[src/hw/rtl/glcw_pkg.sv]
// ----------------------------------------------------------------------------
// glcw_pkg
// Shared widths, register map and controller/datapath signal groups for the
// grid line cell walker.
// ----------------------------------------------------------------------------
package glcw_pkg;

  localparam int IDX_W     = 12;  // linear cell index
  localparam int COL_W     = 6;   // column and row
  localparam int WIDTH_W   = 7;   // grid width register
  localparam int ERR_W     = 9;   // Bresenham error term
  localparam int DIV_CNT_W = 4;   // counts the IDX_W division steps
  localparam int ADDR_W    = 3;
  localparam int DATA_W    = 32;

  localparam logic [WIDTH_W-1:0] GRID_WIDTH_RESET = 7'd64;

  // Register index, taken from the word address bits of paddr.
  localparam logic [0:0] REG_GRID_WIDTH = 1'b0;

  typedef struct packed {
    logic div_start;
    logic walk_init;
    logic walk_step;
    logic emit_bad;
  } glcw_cmd_t;

  typedef struct packed {
    logic div_busy;
    logic div_done;
    logic row_bad;
    logic out_free;
    logic walk_last;
  } glcw_status_t;

endpackage

[src/hw/rtl/glcw_req_if.sv]
// ----------------------------------------------------------------------------
// glcw_req_if
// Request channel: start and end cell indices with a valid/ready handshake.
// ----------------------------------------------------------------------------
interface glcw_req_if
  import glcw_pkg::*;
();
  logic             valid;
  logic             ready;
  logic [IDX_W-1:0] start_index;
  logic [IDX_W-1:0] end_index;

  modport source (output valid, output start_index, output end_index, input ready);
  modport sink   (input valid, input start_index, input end_index, output ready);
endinterface

[src/hw/rtl/glcw_cell_if.sv]
// ----------------------------------------------------------------------------
// glcw_cell_if
// Result channel: one visited cell per transfer with a valid/ready handshake.
// ----------------------------------------------------------------------------
interface glcw_cell_if
  import glcw_pkg::*;
();
  logic             valid;
  logic             ready;
  logic [IDX_W-1:0] cell_index;
  logic [COL_W-1:0] cell_col;
  logic [COL_W-1:0] cell_row;
  logic             last;
  logic             bad_request;

  modport source (output valid, output cell_index, output cell_col, output cell_row,
                  output last, output bad_request, input ready);
  modport sink   (input valid, input cell_index, input cell_col, input cell_row,
                  input last, input bad_request, output ready);
endinterface

[src/hw/rtl/glcw_regs.sv]
// ----------------------------------------------------------------------------
// glcw_regs
// APB register file holding the grid width, and the clamped width used by
// the datapath.
// ----------------------------------------------------------------------------
module glcw_regs
  import glcw_pkg::*;
#(
  parameter int MAX_DIM = 64
) (
  input  logic               clk_i,
  input  logic               rst_ni,
  input  logic               psel,
  input  logic               penable,
  input  logic               pwrite,
  input  logic [ADDR_W-1:0]  paddr,
  input  logic [DATA_W-1:0]  pwdata,
  output logic [DATA_W-1:0]  prdata,
  output logic               pready,
  output logic [WIDTH_W-1:0] width_o
);

  logic [WIDTH_W-1:0] grid_width_q;
  logic               hit;

  assign pready = 1'b1;
  assign hit    = (paddr[ADDR_W-1:ADDR_W-1] == REG_GRID_WIDTH);

  always_ff @(posedge clk_i or negedge rst_ni) begin
    if (!rst_ni) begin
      grid_width_q <= GRID_WIDTH_RESET;
    end else if (psel && penable && pwrite && hit) begin
      grid_width_q <= pwdata[WIDTH_W-1:0];
    end
  end

  assign prdata = hit ? {{(DATA_W-WIDTH_W){1'b0}}, grid_width_q} : '0;

  // A width of zero behaves as one; anything above the grid bound is clamped.
  always_comb begin
    if (grid_width_q == '0) begin
      width_o = WIDTH_W'(1);
    end else if (grid_width_q > WIDTH_W'(MAX_DIM)) begin
      width_o = WIDTH_W'(MAX_DIM);
    end else begin
      width_o = grid_width_q;
    end
  end

endmodule

[src/hw/rtl/glcw_div.sv]
// ----------------------------------------------------------------------------
// glcw_div
// Two-lane restoring divider that splits the start and end indices into
// column (remainder) and row (quotient), one quotient bit per cycle.
// ----------------------------------------------------------------------------
module glcw_div
  import glcw_pkg::*;
#(
  parameter int MAX_DIM = 64
) (
  input  logic               clk_i,
  input  logic               rst_ni,
  input  logic               start_i,
  input  logic [IDX_W-1:0]   start_index_i,
  input  logic [IDX_W-1:0]   end_index_i,
  input  logic [WIDTH_W-1:0] width_i,
  output logic               busy_o,
  output logic               done_o,
  output logic               row_bad_o,
  output logic [COL_W-1:0]   start_col_o,
  output logic [COL_W-1:0]   start_row_o,
  output logic [COL_W-1:0]   end_col_o,
  output logic [COL_W-1:0]   end_row_o
);

  logic [WIDTH_W-1:0]   rem_q  [2];
  logic [IDX_W-1:0]     quo_q  [2];
  logic [WIDTH_W:0]     trial  [2];
  logic                 fits   [2];
  logic [WIDTH_W-1:0]   rem_nx [2];
  logic [DIV_CNT_W-1:0] cnt_q;
  logic                 run_q;
  logic                 done_q;

  always_comb begin
    for (int l = 0; l < 2; l++) begin
      trial[l]  = {rem_q[l], quo_q[l][IDX_W-1]};
      fits[l]   = (trial[l] >= {1'b0, width_i});
      rem_nx[l] = fits[l] ? WIDTH_W'(trial[l] - {1'b0, width_i}) : trial[l][WIDTH_W-1:0];
    end
  end

  always_ff @(posedge clk_i or negedge rst_ni) begin
    if (!rst_ni) begin
      run_q  <= 1'b0;
      done_q <= 1'b0;
      cnt_q  <= '0;
    end else begin
      done_q <= 1'b0;
      if (start_i) begin
        run_q <= 1'b1;
        cnt_q <= '0;
      end else if (run_q) begin
        cnt_q <= cnt_q + DIV_CNT_W'(1);
        if (cnt_q == DIV_CNT_W'(IDX_W - 1)) begin
          run_q  <= 1'b0;
          done_q <= 1'b1;
        end
      end
    end
  end

  always_ff @(posedge clk_i) begin
    if (start_i) begin
      rem_q[0] <= '0;
      rem_q[1] <= '0;
      quo_q[0] <= start_index_i;
      quo_q[1] <= end_index_i;
    end else if (run_q) begin
      for (int l = 0; l < 2; l++) begin
        rem_q[l] <= rem_nx[l];
        quo_q[l] <= {quo_q[l][IDX_W-2:0], fits[l]};
      end
    end
  end

  assign busy_o      = run_q;
  assign done_o      = done_q;
  assign row_bad_o   = (quo_q[0] >= IDX_W'(MAX_DIM)) || (quo_q[1] >= IDX_W'(MAX_DIM));
  assign start_col_o = rem_q[0][COL_W-1:0];
  assign start_row_o = quo_q[0][COL_W-1:0];
  assign end_col_o   = rem_q[1][COL_W-1:0];
  assign end_row_o   = quo_q[1][COL_W-1:0];

  a_rem_below_width: assert property (@(posedge clk_i) disable iff (!rst_ni)
    done_q |-> (rem_q[0] < width_i) && (rem_q[1] < width_i))
    else $error("division remainder not below the grid width");

endmodule

[src/hw/rtl/glcw_walk.sv]
// ----------------------------------------------------------------------------
// glcw_walk
// Bresenham walker and result register: steps the position one cell per
// transfer and forms each cell's linear index.
// ----------------------------------------------------------------------------
module glcw_walk
  import glcw_pkg::*;
#(
  parameter int MAX_DIM = 64
) (
  input  logic               clk_i,
  input  logic               rst_ni,
  input  glcw_cmd_t          cmd_i,
  input  logic [WIDTH_W-1:0] width_i,
  input  logic [COL_W-1:0]   start_col_i,
  input  logic [COL_W-1:0]   start_row_i,
  input  logic [COL_W-1:0]   end_col_i,
  input  logic [COL_W-1:0]   end_row_i,
  output logic               out_free_o,
  output logic               walk_last_o,
  glcw_cell_if.source        cell_o
);

  localparam int NW = (MAX_DIM > 2) ? $clog2(MAX_DIM) : 1;

  logic [COL_W-1:0]        pos_col_q, pos_row_q, goal_col_q, goal_row_q;
  logic [COL_W:0]          span_x_q;
  logic signed [COL_W:0]   span_y_neg_q;
  logic signed [ERR_W-1:0] err_q;
  logic                    step_dir_x_q, step_dir_y_q;
  logic [NW-1:0]           n_q;

  logic signed [COL_W:0]   dcol, drow, span_y_neg_d;
  logic [COL_W:0]          span_x_d;
  logic signed [ERR_W-1:0] err_init, err_step;
  logic signed [ERR_W:0]   e2, xlim, ylim;
  logic                    move_x, move_y, done;
  logic [COL_W+WIDTH_W-1:0] prod;

  logic                    out_valid_q;
  logic [IDX_W-1:0]        out_index_q;
  logic [COL_W-1:0]        out_col_q, out_row_q;
  logic                    out_last_q, out_bad_q;

  always_comb begin
    dcol         = $signed({1'b0, end_col_i}) - $signed({1'b0, start_col_i});
    drow         = $signed({1'b0, end_row_i}) - $signed({1'b0, start_row_i});
    span_x_d     = dcol[COL_W] ? $unsigned(-dcol) : $unsigned(dcol);
    span_y_neg_d = drow[COL_W] ? drow : -drow;
    err_init     = $signed({2'b00, span_x_d}) + $signed({{2{span_y_neg_d[COL_W]}}, span_y_neg_d});

    e2       = {err_q, 1'b0};
    ylim     = {{3{span_y_neg_q[COL_W]}}, span_y_neg_q};
    xlim     = $signed({3'b000, span_x_q});
    move_x   = (e2 > ylim);
    move_y   = (e2 < xlim);
    err_step = err_q
             + (move_x ? $signed({{2{span_y_neg_q[COL_W]}}, span_y_neg_q}) : '0)
             + (move_y ? $signed({2'b00, span_x_q}) : '0);

    done = ((pos_col_q == goal_col_q) && (pos_row_q == goal_row_q)) ||
           (n_q == NW'(MAX_DIM - 1));
    prod = pos_row_q * width_i;
  end

  always_ff @(posedge clk_i) begin
    if (cmd_i.walk_init) begin
      pos_col_q    <= start_col_i;
      pos_row_q    <= start_row_i;
      goal_col_q   <= end_col_i;
      goal_row_q   <= end_row_i;
      span_x_q     <= span_x_d;
      span_y_neg_q <= span_y_neg_d;
      step_dir_x_q <= (end_col_i > start_col_i);
      step_dir_y_q <= (end_row_i > start_row_i);
      err_q        <= err_init;
      n_q          <= '0;
    end else if (cmd_i.walk_step && !done) begin
      if (move_x) begin
        pos_col_q <= step_dir_x_q ? pos_col_q + COL_W'(1) : pos_col_q - COL_W'(1);
      end
      if (move_y) begin
        pos_row_q <= step_dir_y_q ? pos_row_q + COL_W'(1) : pos_row_q - COL_W'(1);
      end
      err_q <= err_step;
      n_q   <= n_q + NW'(1);
    end
  end

  assign out_free_o = !out_valid_q || cell_o.ready;

  always_ff @(posedge clk_i or negedge rst_ni) begin
    if (!rst_ni) begin
      out_valid_q <= 1'b0;
    end else if (cmd_i.walk_step || cmd_i.emit_bad) begin
      out_valid_q <= 1'b1;
    end else if (cell_o.ready) begin
      out_valid_q <= 1'b0;
    end
  end

  always_ff @(posedge clk_i) begin
    if (cmd_i.walk_step) begin
      out_index_q <= IDX_W'(prod) + IDX_W'(pos_col_q);
      out_col_q   <= pos_col_q;
      out_row_q   <= pos_row_q;
      out_last_q  <= done;
      out_bad_q   <= 1'b0;
    end else if (cmd_i.emit_bad) begin
      out_index_q <= '0;
      out_col_q   <= '0;
      out_row_q   <= '0;
      out_last_q  <= 1'b1;
      out_bad_q   <= 1'b1;
    end
  end

  assign walk_last_o        = done;
  assign cell_o.valid       = out_valid_q;
  assign cell_o.cell_index  = out_index_q;
  assign cell_o.cell_col    = out_col_q;
  assign cell_o.cell_row    = out_row_q;
  assign cell_o.last        = out_last_q;
  assign cell_o.bad_request = out_bad_q;

  a_bad_result_form: assert property (@(posedge clk_i) disable iff (!rst_ni)
    cmd_i.emit_bad |=> out_valid_q && out_last_q && out_bad_q && (out_index_q == '0))
    else $error("rejected request did not produce a single flagged result");

  a_load_only_when_free: assert property (@(posedge clk_i) disable iff (!rst_ni)
    (cmd_i.walk_step || cmd_i.emit_bad) |-> out_free_o)
    else $error("result register overwritten before its transfer");

endmodule

[src/hw/rtl/glcw_ctrl.sv]
// ----------------------------------------------------------------------------
// glcw_ctrl
// Request sequencer: accepts a request, waits for the index split, then
// either runs the walk or issues the rejection result.
// ----------------------------------------------------------------------------
module glcw_ctrl
  import glcw_pkg::*;
(
  input  logic         clk_i,
  input  logic         rst_ni,
  input  logic         req_valid_i,
  output logic         req_ready_o,
  input  glcw_status_t status_i,
  output glcw_cmd_t    cmd_o
);

  typedef enum logic [1:0] {
    S_IDLE,
    S_DIV,
    S_WALK,
    S_BAD
  } state_e;

  state_e state_q, state_d;

  assign req_ready_o     = (state_q == S_IDLE);
  assign cmd_o.div_start = req_valid_i && req_ready_o;
  assign cmd_o.walk_init = (state_q == S_DIV) && status_i.div_done && !status_i.row_bad;
  assign cmd_o.walk_step = (state_q == S_WALK) && status_i.out_free;
  assign cmd_o.emit_bad  = (state_q == S_BAD) && status_i.out_free;

  always_comb begin
    state_d = state_q;
    unique case (state_q)
      S_IDLE: if (cmd_o.div_start) state_d = S_DIV;
      S_DIV: begin
        if (status_i.div_done) state_d = status_i.row_bad ? S_BAD : S_WALK;
      end
      S_WALK: if (cmd_o.walk_step && status_i.walk_last) state_d = S_IDLE;
      S_BAD:  if (cmd_o.emit_bad) state_d = S_IDLE;
      default: state_d = S_IDLE;
    endcase
  end

  always_ff @(posedge clk_i or negedge rst_ni) begin
    if (!rst_ni) begin
      state_q <= S_IDLE;
    end else begin
      state_q <= state_d;
    end
  end

  a_no_accept_while_dividing: assert property (@(posedge clk_i) disable iff (!rst_ni)
    req_ready_o |-> !status_i.div_busy)
    else $error("request accepted while the divider is running");

  a_last_cell_frees_input: assert property (@(posedge clk_i) disable iff (!rst_ni)
    (cmd_o.walk_step && status_i.walk_last) |=> req_ready_o)
    else $error("walker did not return to idle after the last cell");

endmodule

[src/hw/rtl/grid_line_cell_walker.sv]
// ----------------------------------------------------------------------------
// grid_line_cell_walker
// Splits two linear grid indices into column and row, then walks the
// Bresenham line between them, one visited cell per result transfer.
// ----------------------------------------------------------------------------
// A request is accepted when the block is idle. Both indices are divided by
// the configured grid width in a shared two-lane restoring divider, one bit a
// cycle, and the controller then decides between the walk and the rejection;
// the walk produces one cell per cycle while the result side keeps taking
// transfers. A line has at most MAX_DIM cells.
// The next request is taken once the last cell is in the result register,
// while that cell still waits for its transfer. A request whose row reaches
// MAX_DIM yields one result with bad_request and last set. The grid width
// register (byte address 0) may only be written while no request is in flight.
// ----------------------------------------------------------------------------
module grid_line_cell_walker
  import glcw_pkg::*;
#(
  parameter int MAX_DIM = 64
) (
  input  logic              clk_i,
  input  logic              rst_ni,
  glcw_req_if.sink          req_i,
  glcw_cell_if.source       cell_o,
  input  logic              psel,
  input  logic              penable,
  input  logic              pwrite,
  input  logic [ADDR_W-1:0] paddr,
  input  logic [DATA_W-1:0] pwdata,
  output logic [DATA_W-1:0] prdata,
  output logic              pready
);

  glcw_cmd_t          cmd;
  glcw_status_t       status;
  logic [WIDTH_W-1:0] width;
  logic [COL_W-1:0]   start_col, start_row, end_col, end_row;

  glcw_regs #(.MAX_DIM(MAX_DIM)) u_regs (
    .clk_i   (clk_i),
    .rst_ni  (rst_ni),
    .psel    (psel),
    .penable (penable),
    .pwrite  (pwrite),
    .paddr   (paddr),
    .pwdata  (pwdata),
    .prdata  (prdata),
    .pready  (pready),
    .width_o (width)
  );

  glcw_div #(.MAX_DIM(MAX_DIM)) u_div (
    .clk_i         (clk_i),
    .rst_ni        (rst_ni),
    .start_i       (cmd.div_start),
    .start_index_i (req_i.start_index),
    .end_index_i   (req_i.end_index),
    .width_i       (width),
    .busy_o        (status.div_busy),
    .done_o        (status.div_done),
    .row_bad_o     (status.row_bad),
    .start_col_o   (start_col),
    .start_row_o   (start_row),
    .end_col_o     (end_col),
    .end_row_o     (end_row)
  );

  glcw_walk #(.MAX_DIM(MAX_DIM)) u_walk (
    .clk_i       (clk_i),
    .rst_ni      (rst_ni),
    .cmd_i       (cmd),
    .width_i     (width),
    .start_col_i (start_col),
    .start_row_i (start_row),
    .end_col_i   (end_col),
    .end_row_i   (end_row),
    .out_free_o  (status.out_free),
    .walk_last_o (status.walk_last),
    .cell_o      (cell_o)
  );

  glcw_ctrl u_ctrl (
    .clk_i       (clk_i),
    .rst_ni      (rst_ni),
    .req_valid_i (req_i.valid),
    .req_ready_o (req_i.ready),
    .status_i    (status),
    .cmd_o       (cmd)
  );

endmodule
[src/flat_wrapper.sv]
// flat-port wrapper written by rule: the top's interface ports become plain ports
module grid_line_cell_walker_flat import glcw_pkg::*;
#(
  parameter int MAX_DIM = 64
)
  (clk_i, rst_ni, psel, penable, pwrite, paddr, pwdata, prdata, pready, req_i_valid, req_i_start_index, req_i_end_index, req_i_ready, cell_o_valid, cell_o_cell_index, cell_o_cell_col, cell_o_cell_row, cell_o_last, cell_o_bad_request, cell_o_ready);
  glcw_req_if req_i_i ();
  glcw_cell_if cell_o_i ();
  input  logic clk_i;
  input  logic rst_ni;
  input  logic psel;
  input  logic penable;
  input  logic pwrite;
  input  logic [ADDR_W-1:0] paddr;
  input  logic [DATA_W-1:0] pwdata;
  output logic [DATA_W-1:0] prdata;
  output logic pready;
  input wire logic [$bits(req_i_i.valid)-1:0] req_i_valid;
  input wire logic [$bits(req_i_i.start_index)-1:0] req_i_start_index;
  input wire logic [$bits(req_i_i.end_index)-1:0] req_i_end_index;
  output wire logic [$bits(req_i_i.ready)-1:0] req_i_ready;
  output wire logic [$bits(cell_o_i.valid)-1:0] cell_o_valid;
  output wire logic [$bits(cell_o_i.cell_index)-1:0] cell_o_cell_index;
  output wire logic [$bits(cell_o_i.cell_col)-1:0] cell_o_cell_col;
  output wire logic [$bits(cell_o_i.cell_row)-1:0] cell_o_cell_row;
  output wire logic [$bits(cell_o_i.last)-1:0] cell_o_last;
  output wire logic [$bits(cell_o_i.bad_request)-1:0] cell_o_bad_request;
  input wire logic [$bits(cell_o_i.ready)-1:0] cell_o_ready;
  assign req_i_i.valid = req_i_valid;
  assign req_i_i.start_index = req_i_start_index;
  assign req_i_i.end_index = req_i_end_index;
  assign req_i_ready = req_i_i.ready;
  assign cell_o_valid = cell_o_i.valid;
  assign cell_o_cell_index = cell_o_i.cell_index;
  assign cell_o_cell_col = cell_o_i.cell_col;
  assign cell_o_cell_row = cell_o_i.cell_row;
  assign cell_o_last = cell_o_i.last;
  assign cell_o_bad_request = cell_o_i.bad_request;
  assign cell_o_i.ready = cell_o_ready;
  grid_line_cell_walker #(.MAX_DIM(MAX_DIM)) u_core (.clk_i(clk_i), .rst_ni(rst_ni), .req_i(req_i_i), .cell_o(cell_o_i), .psel(psel), .penable(penable), .pwrite(pwrite), .paddr(paddr), .pwdata(pwdata), .prdata(prdata), .pready(pready));
endmodule
[config.mk]
export PLATFORM = sky130hd
export DESIGN_NAME = grid_line_cell_walker_flat
export DESIGN_NICKNAME = d
export VERILOG_FILES = /design/src/hw/rtl/glcw_pkg.sv /design/src/hw/rtl/glcw_req_if.sv /design/src/hw/rtl/glcw_cell_if.sv /design/src/hw/rtl/glcw_regs.sv /design/src/hw/rtl/glcw_div.sv /design/src/hw/rtl/glcw_walk.sv /design/src/hw/rtl/glcw_ctrl.sv /design/src/hw/rtl/grid_line_cell_walker.sv /design/src/flat_wrapper.sv
export SDC_FILE = /design/constraint.sdc
export NUM_CORES = 1
export LEC_CHECK = 0
export ABC_AREA = 1
export BUFFER_PORTS_ARGS = -buffer_cell sky130_fd_sc_hd__buf_2
export CAP_MARGIN = 20
export CORE_UTILIZATION = 49
export DETAILED_ROUTE_END_ITERATION = 8
export PLACE_DENSITY = 0.69
export SLEW_MARGIN = 0
export SYNTH_ARGS = -nofsm -noshare
export SYNTH_HDL_FRONTEND = slang
export SYNTH_HIERARCHICAL = 1
export SYNTH_SLANG_ARGS = --single-unit
[constraint.sdc]
create_clock -name clk_i -period 6 [get_ports clk_i]
set_input_delay 1.2 -clock clk_i [delete_from_list [all_inputs] [get_ports clk_i]]
set_output_delay 1.2 -clock clk_i [all_outputs]
set_load 0.05 [all_outputs]
==> impl_metrics.json <==
{
  "cts_root_buffer": "clkbuf_16",
  "grt_pass1_wl_mm": 38.3,
  "viasPerCell": 5.00,
  "worstPathMaxFanout": 7,
  "finalSetupViolations": 0,
  "drt-wirelength-per-cell_microns": 13.5,
  "placed_cells": 1647,
  "synthCells": 1342,
  "fin_crit_sh_pct": 79.6,
  "slew_headroom_pct": 37.3,
  "path_class": "register to register",
  "grt_pass1_vias": 8207,
  "grt_util_all_layers_pct": 21.2,
  "ctsResizeCount": 0,
  "synth_edf_count": 112,
  "numPortBuffers": 73,
  "initialDrtViolationCount": 582,
  "first_pass_iters": 5,
  "drv_cap": 0,
  "synth_seq_cells": 135,
  "final_nets": 1589,
  "setup_ws_ns": 1.22,
  "vias": 8393,
  "hold_path_class": "register to register",
  "tightest_slew_ns": 0.940,
  "antenna_found_initial": 0,
  "synthArstFlopShare_pct": 11.9,
  "core_area_sq_um": 21900,
  "start_kind": "register",
  "finalSetupTns_ns": 0,
  "hold_viol": 0,
  "cts_buffers": 17,
  "finalNonFillerCells": 1679,
  "avgSynthCellArea_sq_um": 8.19,
  "fin_worst_skew_ns": 0.0123,
  "gp_congestion": 0.908,
  "die_y_microns": 152,
  "crit_arrival_ns": 4.94,
  "route.detailed.drc": 0,
  "num_antenna_cells": 0,
  "ant_nets": 0,
  "min_period_ns": 4.78,
  "power.leakage_nw": 6.13,
  "rsz0062_at_grt": "no",
  "clk_pin_slew_ns": 0.06,
  "cts_max_path_buffers": 2,
  "status": "complete, no violations",
  "post-route-util_pct": 54.2,
  "drive_gt1_share_pct": 11.7,
  "worst_setup_path_end_kind": "register",
  "cp_data_required_time_ns": 6.17,
  "wl_mm": 22.7,
  "holdWs_ns": 0.477,
  "grt_overflow_total": 0,
  "clk_latency_ns": 0.42,
  "cts_post_setup_buffers_inserted": 0,
  "drv_slew": 0,
  "synth_warnings": 6,
  "synth_area_sq_um": 11000,
  "htreeDepth": 4,
  "synth_ff_type": "edfxtp_1",
  "io-pin-count": 127,
  "dieArea_sq_um": 23000,
  "yosysSeqAreaShare_pct": 35.5,
  "hold_buffers": 0,
  "vdd_drop_max_v": 0.000476,
  "power_density_nw_per_um2": 605,
  "synthToLayoutAreaGrowth_pct": 7.97,
  "cts_sinks": 135,
  "fp-row-count": 54,
  "die_width_microns": 152,
  "yosysUniqueCellTypes": 57,
  "cts_tree": "yes",
  "pre_cts_slack_ns": 1.25,
  "start_util_pct": 50.2,
  "grt_max_degree": 54,
  "dp_hpwl_mm": 17.3,
  "fmax_ghz": 0.209
}
registers in the layout, indices dropped and copies added, names as in the netlist, 6 cells and up:
signal and count:
u_core/u_div/rem_q 14, u_core/u_div/quo_q 24, u_core/u_walk/err_q 9, u_core/u_walk/pos_row_q 6
u_core/u_regs/grid_width_q 7, u_core/u_walk/pos_col_q 6, u_core/u_walk/n_q 6, u_core/u_walk/span_y_neg_q 7
u_core/u_walk/span_x_q 7, u_core/u_walk/cell_o.cell_col 6, u_core/u_walk/goal_row_q 6, u_core/u_walk/goal_col_q 6
u_core/u_walk/cell_o.cell_index 12, u_core/u_walk/cell_o.cell_row 6
synthesized netlist by cell type, drive strengths merged, types with 4 or more instances:
| master | count | area [sq um] |
|---|---|---|
| a31oi | 5 | 31.3 |
| nor2 | 107 | 422 |
| fa | 38 | 761 |
| xor2 | 29 | 280 |
| a21oi | 60 | 327 |
| o22ai | 4 | 25.0 |
| nor4 | 4 | 25.0 |
| dfrtp | 15 | 375 |
| inv | 259 | 975 |
| nand2 | 336 | 1270 |
| xnor2 | 16 | 140 |
| nand4 | 18 | 128 |
| nor3 | 17 | 90.1 |
| nand3 | 54 | 285 |
| clkbuf | 11 | 51.3 |
| dfxtp | 7 | 140 |
| buf | 67 | 494 |
| ha | 99 | 1240 |
| edfxtp | 112 | 3360 |
| o21ai | 54 | 297 |
| o21bai | 5 | 48.8 |
cell type report:
cell class / instances / area (sq um)
Multi-Input combinational cell: 892 / 5640
Clock buffer: 18 / 429
Clock inverter: 14 / 129
Sequential cell: 135 / 3910
Tap cell: 280 / 350
Fill cell: 2075 / 10000
Timing Repair Buffer: 79 / 410
Inverter: 261 / 996
stage by stage:
step | power, mW | instance area (sq um)
after floorplan | 5.39 | 11100
after global placement | 6.08 | 11300
after detailed placement | 6.17 | 11300
after CTS | 7.22 | 11900
after global routing | 7.96 | 11900
final | 7.18 | 11900
layer usage:
metal	vias up	share of wire, %	GRT usage, %
met5	-	0	0
li1	4296	-	-
met2	195	47	35.1
met1	3871	47	28.4
met4	0	1.8	7.67
met3	31	4.7	2.69
layout by cell type, fill, tap and decap left out, types with 14 or more instances in the layout:
master	n
clkbuf_16	17
inv_2	18
nor2_1	102
edfxtp_1	112
nand4_1	17
fa_1	38
xor2_1	27
o21ai_0	20
buf_2	73
ha_1	99
inv_1	240
o21ai_1	27
a21oi_1	57
nand3_1	51
xnor2_1	16
nor3_1	14
conb_1	26
nand2_1	331
dfrtp_1	15
worst max-delay path, stage by stage, from the launching register on:
cell	delay, ns
dfrtp_1	0.40
nor2_1	0.12
nand3_1	0.16
a21oi_1	0.54
nand2_1	0.11
inv_1	0.10
fa_1	0.44
ha_1	0.30
inv_1	0.05
fa_1	0.50
fa_1	0.51
inv_1	0.04
ha_1	0.36
a21oi_1	0.21
nand2_1	0.11
nand2_1	0.09
a21oi_1	0.08
o21ai_1	0.12
nand2_1	0.08
o21ai_1	0.13
a21oi_1	0.05
power by group:
group | total [mW] | switching, mW | internal, mW
clock network | 0.999 | 0.426 | 0.572
registers | 1.60 | 0.179 | 1.42
logic | 4.58 | 2.93 | 1.65
total | 7.18 | 3.54 | 3.64
cells by family after synthesis:
kind of cell    count (synthesis)  synth area share, %
simple gates                  544                 20.8
flops                         135                 35.5
other cells                     2               0.0683
buf+inv                       339                 14.0
fa+ha+maj                     137                 18.2
compound gates                140                 7.55
xor+xnor                       45                 3.83
worst paths after layout:
kind	start	end	slack (ns)	cells after the start
worst max register to register	u_core/u_regs/grid_width_q[5]	u_core/u_walk/cell_o.cell_index[9]	1.22	20
min in group asynchronous	rst_ni	u_core/u_walk/cell_o.valid	0.68	1
worst max-delay path	u_core/u_regs/grid_width_q[5]	u_core/u_walk/cell_o.cell_index[9]	1.22	20
worst min-delay path	u_core/u_walk/cell_o.bad_request	u_core/u_walk/cell_o.bad_request	0.48	2
max in group asynchronous	rst_ni	u_core/u_regs/grid_width_q[6]	5.01	1
worst min register to register	u_core/u_walk/cell_o.bad_request	u_core/u_walk/cell_o.bad_request	0.48	2
Power figures use the tool's default switching activity.
